<file path="src/hw/rtl/rtdct_pkg.sv">
// Shared constants, widths and control types of the RTD code to temperature unit.
`timescale 1ns / 1ps

package rtdct_pkg;

    // Fixed-point fraction bits used throughout the datapath
    localparam int FRAC_BITS = 16;

    localparam int BYTE_W     = 8;
    localparam int CODE_W     = 15;
    localparam int REF_W      = 14;
    localparam int NOM_W      = 10;
    localparam int TEMP_W     = 20;
    localparam int CFG_IDX_W  = 2;
    localparam int CFG_DATA_W = 14;

    // Callendar-Van Dusen constants (c = 0), scaled by 2^FRAC_BITS, rounded
    localparam logic [63:0] CVD_C =
        ((64'd63944759600 << FRAC_BITS) + (64'd4851 >> 1)) / 64'd4851;
    localparam logic [63:0] CVD_P =
        ((64'd71060 << FRAC_BITS) + (64'd21 >> 1)) / 64'd21;

    // q*x = QX_NUM * code * ref / (QX_DEN * R0)
    localparam logic [63:0] QX_NUM = 64'd390625;
    localparam logic [63:0] QX_DEN = 64'd7392;

    localparam int QXN_W = $clog2(QX_NUM + 64'd1);
    localparam int QXD_W = $clog2(QX_DEN + 64'd1);
    localparam int C_W   = $clog2(CVD_C + 64'd1);
    localparam int P_W   = $clog2(CVD_P + 64'd1);

    localparam int P1_W   = CODE_W + REF_W;
    localparam int PROD_W = P1_W + QXN_W;
    localparam int DEN_W  = QXD_W + NOM_W;
    localparam int DVD_W  = PROD_W + FRAC_BITS;
    localparam int ROOT_W = (C_W + FRAC_BITS + 1) / 2;
    localparam int RAD_W  = 2 * ROOT_W;
    localparam int SQR_W  = ROOT_W + 2;
    localparam int MAG_W  = (P_W > ROOT_W) ? P_W : ROOT_W;
    localparam int CENT_W = MAG_W + 7;
    localparam int CNT_W  = $clog2(DVD_W);

    localparam logic [BYTE_W-1:0] NO_REPLY    = 8'hFF;
    localparam logic [6:0]        CENTI_SCALE = 7'd100;

    localparam logic [CFG_IDX_W-1:0] CFG_REF_IDX = 2'd0;
    localparam logic [CFG_IDX_W-1:0] CFG_NOM_IDX = 2'd1;

    // Controller to datapath commands
    typedef struct packed {
        logic load;       // take input word, update held bytes, form code
        logic mul_code;   // code * ref
        logic mul_scale;  // times QX_NUM, set up divider
        logic div_step;   // one quotient bit
        logic root_init;  // range check, set up square root
        logic sqrt_step;  // one root bit
        logic mag;        // |P - S| and sign
        logic scale;      // times 100
        logic out_load;   // round and load output register
    } cmd_t;

    // Datapath to controller status
    typedef struct packed {
        logic invalid;    // zero nominal resistance, later a negative discriminant
        logic qx_over;    // discriminant would be negative
    } sts_t;

endpackage

</file>
<file path="src/hw/rtl/rtdct_if.sv">
// Valid/ready channel interfaces for the input and result words.
`timescale 1ns / 1ps

interface rtdct_in_if;
    logic                           valid;
    logic                           ready;
    logic [rtdct_pkg::BYTE_W-1:0]   msb_byte;
    logic [rtdct_pkg::BYTE_W-1:0]   lsb_byte;

    modport source (output valid, output msb_byte, output lsb_byte, input ready);
    modport sink   (input valid, input msb_byte, input lsb_byte, output ready);
endinterface

interface rtdct_out_if;
    logic                                 valid;
    logic                                 ready;
    logic signed [rtdct_pkg::TEMP_W-1:0]  temperature_centi;
    logic [rtdct_pkg::CODE_W-1:0]         adc_code;
    logic                                 root_invalid;

    modport source (output valid, output temperature_centi, output adc_code,
                    output root_invalid, input ready);
    modport sink   (input valid, input temperature_centi, input adc_code,
                    input root_invalid, output ready);
endinterface

</file>
<file path="src/hw/rtl/rtdct_ctrl.sv">
// Sequencing state machine of the RTD code to temperature unit.
`timescale 1ns / 1ps

module rtdct_ctrl
(
    input  logic                clk,
    input  logic                rst_n,
    input  logic                in_valid,
    output logic                in_ready,
    output logic                out_valid,
    input  logic                out_ready,
    input  rtdct_pkg::sts_t     sts,
    output rtdct_pkg::cmd_t     cmd
);

    typedef enum logic [8:0] {
        ST_IDLE   = 9'b000000001,
        ST_MUL1   = 9'b000000010,
        ST_MUL2   = 9'b000000100,
        ST_DIV    = 9'b000001000,
        ST_ROOT   = 9'b000010000,
        ST_SQRT   = 9'b000100000,
        ST_MAG    = 9'b001000000,
        ST_SCALE  = 9'b010000000,
        ST_FINISH = 9'b100000000
    } state_t;

    state_t                       state_reg, state_next;
    logic [rtdct_pkg::CNT_W-1:0]  cnt_reg, cnt_next;
    logic                         out_valid_reg, out_valid_next;
    logic                         out_free;

    assign in_ready  = (state_reg == ST_IDLE);
    assign out_valid = out_valid_reg;
    assign out_free  = !out_valid_reg || out_ready;

    always_comb
    begin
        state_next     = state_reg;
        cnt_next       = cnt_reg;
        out_valid_next = out_valid_reg && !out_ready;
        cmd            = '0;
        unique case (state_reg)
            ST_IDLE:
            begin
                if (in_valid)
                begin
                    cmd.load   = 1'b1;
                    state_next = ST_MUL1;
                end
            end
            ST_MUL1:
            begin
                cmd.mul_code = 1'b1;
                state_next   = ST_MUL2;
            end
            ST_MUL2:
            begin
                cmd.mul_scale = 1'b1;
                cnt_next      = rtdct_pkg::CNT_W'(rtdct_pkg::DVD_W - 1);
                state_next    = sts.invalid ? ST_FINISH : ST_DIV;
            end
            ST_DIV:
            begin
                cmd.div_step = 1'b1;
                cnt_next     = cnt_reg - 1'b1;
                if (cnt_reg == '0)
                    state_next = ST_ROOT;
            end
            ST_ROOT:
            begin
                cmd.root_init = 1'b1;
                cnt_next      = rtdct_pkg::CNT_W'(rtdct_pkg::ROOT_W - 1);
                state_next    = sts.qx_over ? ST_FINISH : ST_SQRT;
            end
            ST_SQRT:
            begin
                cmd.sqrt_step = 1'b1;
                cnt_next      = cnt_reg - 1'b1;
                if (cnt_reg == '0)
                    state_next = ST_MAG;
            end
            ST_MAG:
            begin
                cmd.mag    = 1'b1;
                state_next = ST_SCALE;
            end
            ST_SCALE:
            begin
                cmd.scale  = 1'b1;
                state_next = ST_FINISH;
            end
            ST_FINISH:
            begin
                // wait for the output register to drain
                if (out_free)
                begin
                    cmd.out_load   = 1'b1;
                    out_valid_next = 1'b1;
                    state_next     = ST_IDLE;
                end
            end
            default:
            begin
                state_next = ST_IDLE;
            end
        endcase
    end

    always_ff @(posedge clk or negedge rst_n)
    begin
        if (!rst_n)
        begin
            state_reg     <= ST_IDLE;
            cnt_reg       <= '0;
            out_valid_reg <= 1'b0;
        end
        else
        begin
            state_reg     <= state_next;
            cnt_reg       <= cnt_next;
            out_valid_reg <= out_valid_next;
        end
    end

`ifndef ASSERT_OFF
    a_onehot_state: assert property (@(posedge clk) disable iff (!rst_n)
        $onehot(state_reg))
        else $error("controller state is not one-hot");

    a_no_overwrite: assert property (@(posedge clk) disable iff (!rst_n)
        cmd.out_load |-> (!out_valid_reg || out_ready))
        else $error("result overwritten before it was taken");

    a_div_to_root: assert property (@(posedge clk) disable iff (!rst_n)
        (state_reg == ST_DIV && cnt_reg == '0) |=> (state_reg == ST_ROOT))
        else $error("divider did not hand over to root stage");

    a_accept_starts: assert property (@(posedge clk) disable iff (!rst_n)
        (in_valid && in_ready) |=> (state_reg == ST_MUL1))
        else $error("accepted word did not start the computation");
`endif

endmodule

</file>
<file path="src/hw/rtl/rtdct_dp.sv">
// Datapath: held bytes, multipliers, bit-serial divider and square root, rounding.
`timescale 1ns / 1ps

module rtdct_dp
(
    input  logic                                 clk,
    input  logic                                 rst_n,
    input  rtdct_pkg::cmd_t                      cmd,
    output rtdct_pkg::sts_t                      sts,
    input  logic [rtdct_pkg::BYTE_W-1:0]         msb_byte,
    input  logic [rtdct_pkg::BYTE_W-1:0]         lsb_byte,
    input  logic [rtdct_pkg::REF_W-1:0]          ref_ohms,
    input  logic [rtdct_pkg::NOM_W-1:0]          nom_ohms,
    output logic signed [rtdct_pkg::TEMP_W-1:0]  temperature_centi,
    output logic [rtdct_pkg::CODE_W-1:0]         adc_code,
    output logic                                 root_invalid
);

    localparam int F = rtdct_pkg::FRAC_BITS;
    localparam logic [rtdct_pkg::CENT_W:0] ROUND_HALF =
        (rtdct_pkg::CENT_W + 1)'(1) << (F - 1);

    // held bytes (control state, reset)
    logic [rtdct_pkg::BYTE_W-1:0] held_msb_reg, held_msb_next;
    logic [rtdct_pkg::BYTE_W-1:0] held_lsb_reg, held_lsb_next;

    // payload registers
    logic [rtdct_pkg::CODE_W-1:0]  code_reg;
    logic [rtdct_pkg::DEN_W-1:0]   den_reg;
    logic                          invalid_reg;
    logic [rtdct_pkg::P1_W-1:0]    p1_reg;
    logic [rtdct_pkg::DVD_W-1:0]   dvd_reg;
    logic [rtdct_pkg::DEN_W-1:0]   rem_reg;
    logic [rtdct_pkg::RAD_W-1:0]   rad_reg;
    logic [rtdct_pkg::SQR_W-1:0]   sq_rem_reg;
    logic [rtdct_pkg::ROOT_W-1:0]  root_reg;
    logic [rtdct_pkg::MAG_W-1:0]   mag_reg;
    logic                          neg_reg;
    logic [rtdct_pkg::CENT_W-1:0]  cent_reg;
    logic signed [rtdct_pkg::TEMP_W-1:0] temp_reg;
    logic [rtdct_pkg::CODE_W-1:0]  adc_code_reg;
    logic                          root_invalid_reg;

    // combinational helpers
    logic [2*rtdct_pkg::BYTE_W-1:0] word_new;
    logic [rtdct_pkg::DEN_W:0]      div_sh;
    logic [rtdct_pkg::DEN_W:0]      div_diff;
    logic                           div_ge;
    logic [rtdct_pkg::C_W-1:0]      v_diff;
    logic [rtdct_pkg::SQR_W+1:0]    sq_sh;
    logic [rtdct_pkg::SQR_W+1:0]    sq_trial;
    logic [rtdct_pkg::SQR_W+1:0]    sq_diff;
    logic                           sq_ge;
    logic [rtdct_pkg::MAG_W-1:0]    p_ext;
    logic [rtdct_pkg::MAG_W-1:0]    root_ext;
    logic [rtdct_pkg::CENT_W:0]     rnd_sum;
    logic [rtdct_pkg::TEMP_W-1:0]   cent_mag;

    assign held_msb_next = (msb_byte == rtdct_pkg::NO_REPLY) ? held_msb_reg : msb_byte;
    assign held_lsb_next = (lsb_byte == rtdct_pkg::NO_REPLY) ? held_lsb_reg : lsb_byte;
    assign word_new      = {held_msb_next, held_lsb_next};

    // restoring divider step
    assign div_sh   = {rem_reg, dvd_reg[rtdct_pkg::DVD_W-1]};
    assign div_diff = div_sh - {1'b0, den_reg};
    assign div_ge   = (div_sh >= {1'b0, den_reg});

    assign v_diff = rtdct_pkg::C_W'(rtdct_pkg::CVD_C) - dvd_reg[rtdct_pkg::C_W-1:0];

    // digit-by-digit square root step
    assign sq_sh    = {sq_rem_reg, rad_reg[rtdct_pkg::RAD_W-1 -: 2]};
    assign sq_trial = (rtdct_pkg::SQR_W + 2)'({root_reg, 2'b01});
    assign sq_diff  = sq_sh - sq_trial;
    assign sq_ge    = (sq_sh >= sq_trial);

    assign p_ext    = rtdct_pkg::MAG_W'(rtdct_pkg::CVD_P);
    assign root_ext = rtdct_pkg::MAG_W'(root_reg);

    assign rnd_sum  = {1'b0, cent_reg} + ROUND_HALF;
    assign cent_mag = rtdct_pkg::TEMP_W'(rnd_sum >> F);

    assign sts.invalid = invalid_reg;
    assign sts.qx_over = (dvd_reg > rtdct_pkg::DVD_W'(rtdct_pkg::CVD_C));

    assign temperature_centi = temp_reg;
    assign adc_code          = adc_code_reg;
    assign root_invalid      = root_invalid_reg;

    always_ff @(posedge clk or negedge rst_n)
    begin
        if (!rst_n)
        begin
            held_msb_reg <= '0;
            held_lsb_reg <= '0;
        end
        else if (cmd.load)
        begin
            held_msb_reg <= held_msb_next;
            held_lsb_reg <= held_lsb_next;
        end
    end

    always_ff @(posedge clk)
    begin
        if (cmd.load)
        begin
            code_reg    <= word_new[2*rtdct_pkg::BYTE_W-1:1];
            den_reg     <= rtdct_pkg::DEN_W'(rtdct_pkg::QX_DEN)
                           * rtdct_pkg::DEN_W'(nom_ohms);
            invalid_reg <= (nom_ohms == '0);
        end
        if (cmd.mul_code)
            p1_reg <= rtdct_pkg::P1_W'(code_reg) * rtdct_pkg::P1_W'(ref_ohms);
        if (cmd.mul_scale)
        begin
            dvd_reg <= {rtdct_pkg::PROD_W'(p1_reg) * rtdct_pkg::PROD_W'(rtdct_pkg::QX_NUM),
                        {F{1'b0}}};
            rem_reg <= '0;
        end
        if (cmd.div_step)
        begin
            rem_reg <= div_ge ? div_diff[rtdct_pkg::DEN_W-1:0]
                              : div_sh[rtdct_pkg::DEN_W-1:0];
            dvd_reg <= {dvd_reg[rtdct_pkg::DVD_W-2:0], div_ge};
        end
        if (cmd.root_init)
        begin
            invalid_reg <= sts.qx_over;
            rad_reg     <= rtdct_pkg::RAD_W'({v_diff, {F{1'b0}}});
            sq_rem_reg  <= '0;
            root_reg    <= '0;
        end
        if (cmd.sqrt_step)
        begin
            rad_reg    <= {rad_reg[rtdct_pkg::RAD_W-3:0], 2'b00};
            sq_rem_reg <= sq_ge ? rtdct_pkg::SQR_W'(sq_diff) : rtdct_pkg::SQR_W'(sq_sh);
            root_reg   <= {root_reg[rtdct_pkg::ROOT_W-2:0], sq_ge};
        end
        if (cmd.mag)
        begin
            neg_reg <= (root_ext > p_ext);
            mag_reg <= (root_ext > p_ext) ? (root_ext - p_ext) : (p_ext - root_ext);
        end
        if (cmd.scale)
            cent_reg <= rtdct_pkg::CENT_W'(mag_reg) * rtdct_pkg::CENT_W'(rtdct_pkg::CENTI_SCALE);
        if (cmd.out_load)
        begin
            adc_code_reg     <= code_reg;
            root_invalid_reg <= invalid_reg;
            if (invalid_reg)
                temp_reg <= '0;
            else if (neg_reg)
                temp_reg <= -$signed(cent_mag);
            else
                temp_reg <= $signed(cent_mag);
        end
    end

endmodule

</file>
<file path="src/hw/rtl/rtd_code_to_temperature_unit.sv">
// Top level of the RTD code to temperature unit: config registers, controller, datapath.
`timescale 1ns / 1ps

// Converts the MSB/LSB byte pair read from an RTD converter into a temperature
// in hundredths of a degree C (two's complement, rounded half away from zero).
// A byte of 0xFF means the converter did not answer and the previously held
// byte is reused; bit 0 of the LSB is the fault flag and is dropped, leaving
// a 15-bit code that is also echoed on adc_code. Resistance R = code*ref/32768
// is turned into temperature by inverting Callendar-Van Dusen (c = 0) with the
// quadratic formula in Q16 fixed point. If the discriminant would be negative,
// or the nominal resistance is zero, root_invalid is set and the temperature
// reads zero. Timing: one word at a time. A word accepted on sample_in passes
// through the multiply steps, the bit-serial divider for q*x, a range check,
// the bit-serial square root, and magnitude, scaling and rounding before its
// result is loaded into the output register; invalid results finish early
// (zero nominal resistance skips everything after the multiplies, a negative
// discriminant everything after the range check). sample_in is ready again
// the cycle after the result is loaded, even while that result still waits
// on result_out; no new word is taken before then. Configuration writes
// (cfg_we, cfg_index, cfg_data) take effect at once and must only be made
// while the unit is idle; indexes other than 0 (reference resistor, reset
// 430) and 1 (nominal resistance, reset 100) are ignored.
module rtd_code_to_temperature_unit
(
    input  logic                                clk,
    input  logic                                rst_n,
    input  logic                                cfg_we,
    input  logic [rtdct_pkg::CFG_IDX_W-1:0]     cfg_index,
    input  logic [rtdct_pkg::CFG_DATA_W-1:0]    cfg_data,
    rtdct_in_if.sink                            sample_in,
    rtdct_out_if.source                         result_out
);

    // configuration registers
    logic [rtdct_pkg::REF_W-1:0] ref_ohms_reg, ref_ohms_next;
    logic [rtdct_pkg::NOM_W-1:0] nom_ohms_reg, nom_ohms_next;

    rtdct_pkg::cmd_t cmd;
    rtdct_pkg::sts_t sts;

    always_comb
    begin
        ref_ohms_next = ref_ohms_reg;
        nom_ohms_next = nom_ohms_reg;
        if (cfg_we)
        begin
            // writes to unknown indexes fall through untouched
            priority if (cfg_index == rtdct_pkg::CFG_REF_IDX)
                ref_ohms_next = cfg_data[rtdct_pkg::REF_W-1:0];
            else if (cfg_index == rtdct_pkg::CFG_NOM_IDX)
                nom_ohms_next = cfg_data[rtdct_pkg::NOM_W-1:0];
            else
                ref_ohms_next = ref_ohms_reg;
        end
    end

    always_ff @(posedge clk or negedge rst_n)
    begin
        if (!rst_n)
        begin
            ref_ohms_reg <= rtdct_pkg::REF_W'(430);
            nom_ohms_reg <= rtdct_pkg::NOM_W'(100);
        end
        else
        begin
            ref_ohms_reg <= ref_ohms_next;
            nom_ohms_reg <= nom_ohms_next;
        end
    end

    // sequencing: accept, multiply, divide, root, scale, hand off
    rtdct_ctrl u_ctrl
    (
        .clk       (clk),
        .rst_n     (rst_n),
        .in_valid  (sample_in.valid),
        .in_ready  (sample_in.ready),
        .out_valid (result_out.valid),
        .out_ready (result_out.ready),
        .sts       (sts),
        .cmd       (cmd)
    );

    // arithmetic and the output word register
    rtdct_dp u_dp
    (
        .clk               (clk),
        .rst_n             (rst_n),
        .cmd               (cmd),
        .sts               (sts),
        .msb_byte          (sample_in.msb_byte),
        .lsb_byte          (sample_in.lsb_byte),
        .ref_ohms          (ref_ohms_reg),
        .nom_ohms          (nom_ohms_reg),
        .temperature_centi (result_out.temperature_centi),
        .adc_code          (result_out.adc_code),
        .root_invalid      (result_out.root_invalid)
    );

endmodule
</file>
<file path="src/flat_wrapper.sv">
// flat-port wrapper written by rule: the top's interface ports become plain ports
module rtd_code_to_temperature_unit_flat 
  (clk, rst_n, cfg_we, cfg_index, cfg_data, sample_in_valid, sample_in_msb_byte, sample_in_lsb_byte, sample_in_ready, result_out_valid, result_out_temperature_centi, result_out_adc_code, result_out_root_invalid, result_out_ready);
  rtdct_in_if sample_in_i ();
  rtdct_out_if result_out_i ();
  input  logic clk;
  input  logic rst_n;
  input  logic cfg_we;
  input  logic [rtdct_pkg::CFG_IDX_W-1:0] cfg_index;
  input  logic [rtdct_pkg::CFG_DATA_W-1:0] cfg_data;
  input wire logic [$bits(sample_in_i.valid)-1:0] sample_in_valid;
  input wire logic [$bits(sample_in_i.msb_byte)-1:0] sample_in_msb_byte;
  input wire logic [$bits(sample_in_i.lsb_byte)-1:0] sample_in_lsb_byte;
  output wire logic [$bits(sample_in_i.ready)-1:0] sample_in_ready;
  output wire logic [$bits(result_out_i.valid)-1:0] result_out_valid;
  output wire logic [$bits(result_out_i.temperature_centi)-1:0] result_out_temperature_centi;
  output wire logic [$bits(result_out_i.adc_code)-1:0] result_out_adc_code;
  output wire logic [$bits(result_out_i.root_invalid)-1:0] result_out_root_invalid;
  input wire logic [$bits(result_out_i.ready)-1:0] result_out_ready;
  assign sample_in_i.valid = sample_in_valid;
  assign sample_in_i.msb_byte = sample_in_msb_byte;
  assign sample_in_i.lsb_byte = sample_in_lsb_byte;
  assign sample_in_ready = sample_in_i.ready;
  assign result_out_valid = result_out_i.valid;
  assign result_out_temperature_centi = result_out_i.temperature_centi;
  assign result_out_adc_code = result_out_i.adc_code;
  assign result_out_root_invalid = result_out_i.root_invalid;
  assign result_out_i.ready = result_out_ready;
  rtd_code_to_temperature_unit u_core (.clk(clk), .rst_n(rst_n), .cfg_we(cfg_we), .cfg_index(cfg_index), .cfg_data(cfg_data), .sample_in(sample_in_i), .result_out(result_out_i));
endmodule
</file>
<file path="config.mk">
export PLATFORM = sky130hd
export DESIGN_NAME = rtd_code_to_temperature_unit_flat
export DESIGN_NICKNAME = d
export VERILOG_FILES = /design/src/hw/rtl/rtdct_pkg.sv /design/src/hw/rtl/rtdct_if.sv /design/src/hw/rtl/rtdct_ctrl.sv /design/src/hw/rtl/rtdct_dp.sv /design/src/hw/rtl/rtd_code_to_temperature_unit.sv /design/src/flat_wrapper.sv
export SDC_FILE = /design/constraint.sdc
export NUM_CORES = 2
export LEC_CHECK = 0
export BUFFER_PORTS_ARGS = -buffer_cell sky130_fd_sc_hd__clkbuf_2
export CAP_MARGIN = 25
export CORE_ASPECT_RATIO = 0.6
export CORE_MARGIN = 2
export CORE_UTILIZATION = 28
export DETAILED_ROUTE_END_ITERATION = 10
export GPL_TIMING_DRIVEN = 0
export PLACE_DENSITY = 0.46
export SYNTH_ARGS = -nofsm -noshare
export SYNTH_HDL_FRONTEND = slang
export SYNTH_SLANG_ARGS = --single-unit
export TNS_END_PERCENT = 30
</file>
<file path="constraint.sdc">
create_clock -name clk -period 11.7 [get_ports clk]
set_input_delay 0.585 -clock clk [delete_from_list [all_inputs] [get_ports clk]]
set_output_delay 0.585 -clock clk [all_outputs]
set_load 0.03 [all_outputs]
</file>
======== Word level (Yosys, flattened, before mapping) ========
Index checks and enable logic that the tools add are counted.
word-level totals
  register bits after elaboration ......... 402
  word-level logic and storage cells ...... 113
  bits of input ports ..................... 37
  output and inout port bits .............. 38
cells by class
  $mul .................................... 4
  $lt $le $gt $ge ......................... 4
  bitwise operators ....................... 2
  muxes and demuxes ....................... 39
  equality and inequality tests ........... 16
  $add $sub $neg .......................... 8
  reduce and logical (&&, ||, !) cells .... 16
operators with widths
  kind                                                             number
  two-way mux 64 bit                                               2
  two-way mux 56 bit                                               2
  two-way mux 30 bit                                               3
  two-way mux 28 bit                                               3
  case mux 9 bit (9 select lines)                                  1
  two-way mux 23 bit                                               3
  greater-than comparator 64 x 40 -> 1 bit, second input constant  1
  two-way mux 9 bit                                                6
  multiplier 29 x 19 -> 48 bit, second input constant              1
  subtractor 40 bit, first input constant                          1
  adder 35 x 16 -> 36 bit, second input constant                   1
  multiplier 28 x 5 -> 33 bit, second input constant               1
  greater-or-equal comparator 32 x 30 -> 1 bit                     1
  subtractor 30 bit                                                1
  multiplier 15 x 14 -> 29 bit                                     1
  greater-than comparator 28 bit, second input constant            1
  subtractor 28 bit, first input constant                          1
  subtractor 28 bit, second input constant                         1
  greater-or-equal comparator 24 x 23 -> 1 bit                     1
  subtractor 23 bit                                                1
  two-way mux 20 bit                                               1
  negator 20 bit                                                   1
  multiplier 8 x 10 -> 18 bit, first input constant                1
  case mux 6 bit (3 select lines)                                  1
  other kinds (28)                                                 52

======== Depth between registers and ports, before layout ========
  depth after elaboration ................. 4
  gate-level depth with buffers ........... 25
  depth with buffers taken out ............ 23

======== Hierarchy ========
Synthesis repeated with hierarchy kept, for this count alone.
unflattened totals
  cell total of the unflattened synthesis .. 4166
  area, all modules ....................... 41985.3 um2
by module, submodules not included
  module                        instances  area each (um2)  cells each  sequential area each (um2)
  rtdct_dp                      1          39975.8          4001        10375.0
  rtdct_ctrl                    1          1084.8           113         401.6
  rtd_code_to_temperature_unit  1          924.6            52          611.8

======== Least setup slack after synthesis ========
OpenSTA, ideal clock, no wires.
  path kind ............................... reg2reg
  start point ............................. register u_core.ref_ohms_reg[7] (netlist bit)
  end point ............................... register u_core.u_dp.p1_reg[23] (netlist bit), data pin
  buffers on the path ..................... 2
  stages on the path, launching flop included .. 22
  data required time ...................... 11.442 ns
  library setup time ...................... 0.258 ns
  clock period less this slack ............ 6.369 ns
  slack ................................... 5.331 ns
  data arrival time ....................... 6.111 ns
  cells stage by stage .................... dfstp_2 clkbuf_1 nand2_1 fa_1 fa_1 fa_1 inv_1 fa_1 fa_1 inv_1 fa_1 inv_1 ha_1 clkbuf_1 a21o_1 a21oi_1 nor2b_1 or4_1 o2111a_1 or2_2 a21oi_1 xnor2_1
between the ends
  cells in the longest elaborated chain, start to end .. 1
ends and longest elaborated chain
  what                          line                                source
  from (decl)                   rtd_code_to_temperature_unit.sv:35  logic [rtdct_pkg::REF_W-1:0] ref_ohms_reg, ref_ohms_next;
  from (signal assigned)        rtd_code_to_temperature_unit.sv:61  ref_ohms_reg <= rtdct_pkg::REF_W'(430);
  from (signal assigned)        rtd_code_to_temperature_unit.sv:66  ref_ohms_reg <= ref_ohms_next;
  multiplier 15 x 14 -> 29 bit  rtdct_dp.sv:113                     p1_reg <= rtdct_pkg::P1_W'(code_reg) * rtdct_pkg::P1_W'(ref_ohms);
  to (signal assigned)          rtdct_dp.sv:113
  to (decl)                     rtdct_dp.sv:31                      logic [rtdct_pkg::P1_W-1:0] p1_reg;
No other way between the ends.
A chain may end at the register's enable or synchronous reset.

======== Final worst setup path ========
  start point ............................. register u_core.u_dp.p1_reg[5] (netlist bit)
  end point ............................... register u_core.u_dp.dvd_reg[62] (netlist bit), data pin
between the ends
  cells in the longest elaborated chain, start to end .. 3
ends and longest elaborated chain
  what                          line             source
  multiplier 29 x 19 -> 48 bit  rtdct_dp.sv:116  dvd_reg <= {rtdct_pkg::PROD_W'(p1_reg) * rtdct_pkg::PROD_W'(rtdct_pkg::QX_NUM),
  two-way mux 64 bit            rtdct_dp.sv:114  if (cmd.mul_scale)
  two-way mux 64 bit            rtdct_dp.sv:120  if (cmd.div_step)
  to (signal assigned)          rtdct_dp.sv:116
  to (signal assigned)          rtdct_dp.sv:124  dvd_reg <= {dvd_reg[rtdct_pkg::DVD_W-2:0], div_ge};
  to (decl)                     rtdct_dp.sv:32   logic [rtdct_pkg::DVD_W-1:0] dvd_reg;
No other way between the ends. The select of a mux whose other input is x is not followed.

==> Flow_metrics.wiki <==
{| class="wikitable"
! Metric !! Value
|-
| Post-detail-place hpwl || 94,100 um
|-
| Data arrival at the endpoint of the critical path || 7.94 ns
|-
| Maximum fanout encountered on the critical timing path || 8
|-
| CP delay by family, top || adder cells
|-
| Root buffer cell || clkbuf_16
|-
| Clock buffers created by TritonCTS || 45
|-
| Count of H-tree levels built during CTS || 2
|-
| Chain of cells forming the critical path || inv_1, fa_1, fa_1, inv_1, fa_1, fa_1, fa_1, inv_1, fa_1, inv_1, ha_1, clkbuf_1, a21oi_1, o21ai_0, a221o_1, a2111oi_0, a21boi_0, a211o_1, a21o_1, xnor2_1, a21oi_1
|-
| Critical path depth in cells || 21
|-
| Vertical extent of the die || 303 um
|-
| Setup crit start || u_core.u_dp.p1_reg[5]
|-
| Fraction of synthesis flops using an asynchronous set or reset pin || 14.2%
|-
| Number of enable-type register cells in the synthesized netlist || 333
|-
| Max Root-Sink Buffers || 3
|-
| Max Transition Viols Final || 0
|-
| Violation count after the first detailed-route iteration || 2,078
|-
| DR WL/cell || 17.8 um
|-
| Critical path data required time || 12.05 ns
|-
| Type of the worst setup path || register to register
|-
| Cells on worst reg2reg path || 21
|-
| Netlist cell types || 83
|-
| Core ar. || 148,000 um2
|-
| Number of failing setup endpoints in the final timing report || 0
|-
| Source of the worst register-to-register timing path || u_core.u_dp.p1_reg[5]
|-
| Crit path largest cell delay || 0.65 ns
|-
| RD Place Congestion || 0.838
|-
| Total Routed Length || 113,000 um
|-
| Overall die width || 503 um
|-
| Final clock period utilization by the worst path || 64.9%
|-
| Number of nets in the layout || 5,301
|-
| Starting utilization of the core area || 28.3%
|-
| Ratio of cells with drive above 1 in the final layout || 5.51%
|-
| Die Footprint || 152,000 um2
|-
| Share of the yosys chip area belonging to registers || 27.2%
|-
| Global-route wire length before repair || 177,000 um
|-
| Cell occurring most often along the worst timing path || fa_1
|-
| Endpoint of the worst register-to-register path || u_core.u_dp.dvd_reg[62]
|-
| Number of nets with antenna violations after detailed routing || 0
|-
| Maximum number of pins on one net before global-route repair || 59
|-
| GR Util All Layers || 15.1%
|-
| Grt total ovfl || 0
|-
| Max Clock Skew || 0.0458 ns
|-
| R2R setup slack || 4.11 ns
|-
| Mapped Nets || 5,168
|-
| Category of the worst setup path capture point || register
|-
| Syn_area_per_cell || 9.99 um2
|-
| Top_reg_cell synth || edfxtp_1
|-
| Outcome || completed
|-
| Number of maximum-capacitance violations || 0
|-
| Class of the worst hold path || input pin to register
|-
| Sum of buffers and inverters on the critical path || 5
|-
| Clock transition at path regs || 0.07 ns
|-
| Crit path capture || u_core.u_dp.dvd_reg[62]
|-
| Xor and xnor area share after synthesis || 5.13%
|-
| Number of standard cells after synthesis || 4,185
|-
| Slowest cell on crit path || edfxtp_1
|-
| Startpoint kind of the worst setup timing path || register
|-
| Number of top-level pins || 75
|-
| Maximum clock frequency || 0.132 GHz
|-
| Setup repair after global routing missed its margin || false
|-
| Synthesis-stage register bit count || 388
|-
| Synthesized-area fraction occupied by and/or/nand/nor cells || 11.4%
|-
| Slew at the pin with the worst max-slew slack || 1.06 ns
|-
| Number of vias after detailed routing || 29,500
|-
| Relative area change from synthesis to final layout || 10.9%
|-
| Vias in the first global route || 28,700
|-
| Detailed-route vias per instance || 4.64
|-
| Quantity of I/O buffers inserted on ports || 74
|-
| Number of rows in the core area || 109
|-
| Remaining design rule violation count || 0
|-
| Count of synthesis-stage warnings from yosys || 0
|-
| Flip-flop count of the largest register after layout || 64
|-
| Number of antenna violations at the first check in global routing || 5
|-
| Slew headroom || 29.7%
|-
| Post-layout min period || 7.59 ns
|-
| Mux share of post-synthesis cell area || 2.13%
|-
| Clock insertion delay at the later pin of the skew report || 0.64 ns
|-
| Clock tree from TritonCTS || built
|-
| Final hold viol count || 0
|-
| Complex-gate fraction of the synthesized area || 9.60%
|-
| DR pass1 iterations || 5
|-
| Setup tns final || 0 ns
|-
| Combinational family with the most area after synthesis || adder cells
|-
| Share of synthesized cell area in full adder, half adder and majority cells || 36.4%
|-
| Netlist area before placement || 41,800 um2
|-
| Num Clock Sinks || 388
|}
==> cells in the final DEF (no fill, tap or decap), types with 24 or more instances in the layout <==
cell         n
and2_1     136
clkbuf_16   45
a211oi_1    26
inv_1      789
o21ai_0    147
clkbuf_1   109
ha_1       498
mux2i_1     46
nand2_1    320
edfxtp_1   333
a21o_1      74
o21a_1      24
nand3_1     59
nor3_1      50
clkbuf_2    74
xor2_1      80
mux2_2      38
dfrtp_1     45
xnor2_1    165
nand4_1     32
fa_1       448
a21oi_1    192
nor2_1     241
==> metal layers <==
layer / wire, um / part of all wire [%] / vias to the layer above / GRT usage [%]
met5: 0 / 0 / - / 0
met4: 1650 / 1.5 / 0 / 2.35
met3: 8890 / 7.9 / 83 / 4.01
met2: 38600 / 34 / 693 / 17.9
met1: 63900 / 57 / 14600 / 25.8
li1: - / - / 14100 / -
==> cell usage after synthesis (all sizes together), types with 5 or more instances <==
master	n	area share (%)
inv	790	7.1
ha	498	15
fa	448	21
edfxtp	333	24
nand2	322	2.9
nor2	241	2.2
a21oi	192	2.3
xnor2	165	3.5
o21ai	149	1.8
and2	136	2.0
clkbuf	96	0.86
xor2	80	1.7
a21o	74	1.3
nand3	60	0.73
nor3	52	0.65
mux2i	46	1.1
dfrtp	45	2.7
mux2	38	1.0
nand4	32	0.48
a211oi	26	0.47
nor2b	24	0.36
o21a	24	0.43
o21bai	23	0.41
a31oi	22	0.33
nor4	22	0.37
nand2b	21	0.33
o31ai	21	0.38
and3	20	0.30
or3	13	0.22
buf	12	0.15
or2	11	0.16
a211o	10	0.21
dfstp	10	0.63
o211ai	10	0.18
nand3b	9	0.16
a41oi	8	0.17
nor3b	8	0.14
or4	8	0.15
a21boi	7	0.13
o31a	6	0.13
a311oi	5	0.10
o2111ai	5	0.10
o22ai	5	0.075
o41ai	5	0.12
==> layout make-up <==
type,instances,area (um2)
inverters,790,2970
well taps,1998,2500
clock buffers,61,1220
clock inverters,22,210
fillers,15300,101000
plain buffers,108,423
diodes,4,10.0
repair buffers,86,564
multi-input cells,2899,27100
flip-flops and latches,388,11400
==> kinds of logic (layout without fill, tap and decap cells) <==
| kind of cell | Yosys count | count (layout) |
|---|---|---|
| xor+xnor | 245 | 245 |
| fa+ha+maj | 946 | 946 |
| compound gates | 632 | 632 |
| simple gates | 992 | 992 |
| other cells | 0 | 4 |
| buf+inv | 898 | 1067 |
| flops | 388 | 388 |
| mux | 84 | 84 |
==> through the flow <==
| stage | cells | area (um2) | util, % | hold slack (ns) | setup slack [ns] |
|---|---|---|---|---|---|
| after floorplan | 4185 | 41800 | - | 0.289 | 5.33 |
| after global placement | 6257 | 44700 | 30.2 | 0.454 | 4.05 |
| after detailed placement | 6267 | 44900 | 30.4 | 0.463 | 4.18 |
| after CTS | 6351 | 46300 | 31.4 | 0.167 | 4.13 |
| after global routing | 6353 | 46300 | 31.4 | 0.183 | 3.68 |
| final | 6356 | 46400 | 31.4 | 0.202 | 4.11 |
==> how the worst min path moves through the flow <==
stage                                startpoint                           to  slack (ns)  cells past startpoint
detailed placement  u_core.u_dp.held_lsb_reg[4]  u_core.u_dp.held_lsb_reg[4]        0.46                      2
global route                        cfg_data[7]       u_core.nom_ohms_reg[7]        0.18                      2
CTS                                 cfg_data[3]       u_core.nom_ohms_reg[3]        0.17                      2
floorplan                                 rst_n       u_core.nom_ohms_reg[0]        0.29                      0
finish                              cfg_data[3]       u_core.nom_ohms_reg[3]        0.20                      2
global placement    u_core.u_dp.held_msb_reg[6]  u_core.u_dp.held_msb_reg[6]        0.45                      2
==> repair_timing <==
action                     4_1_cts  5_1_grt
hold buffers                     1        0
hold endpoints to repair        21        0
setup endpoints to repair        0        0
gates resized for setup          0        0
setup buffers                    0        0
Power is left out: the tool's default activity adds up to more than one toggle a clock period on the data nets, which glitch-free logic cannot reach.
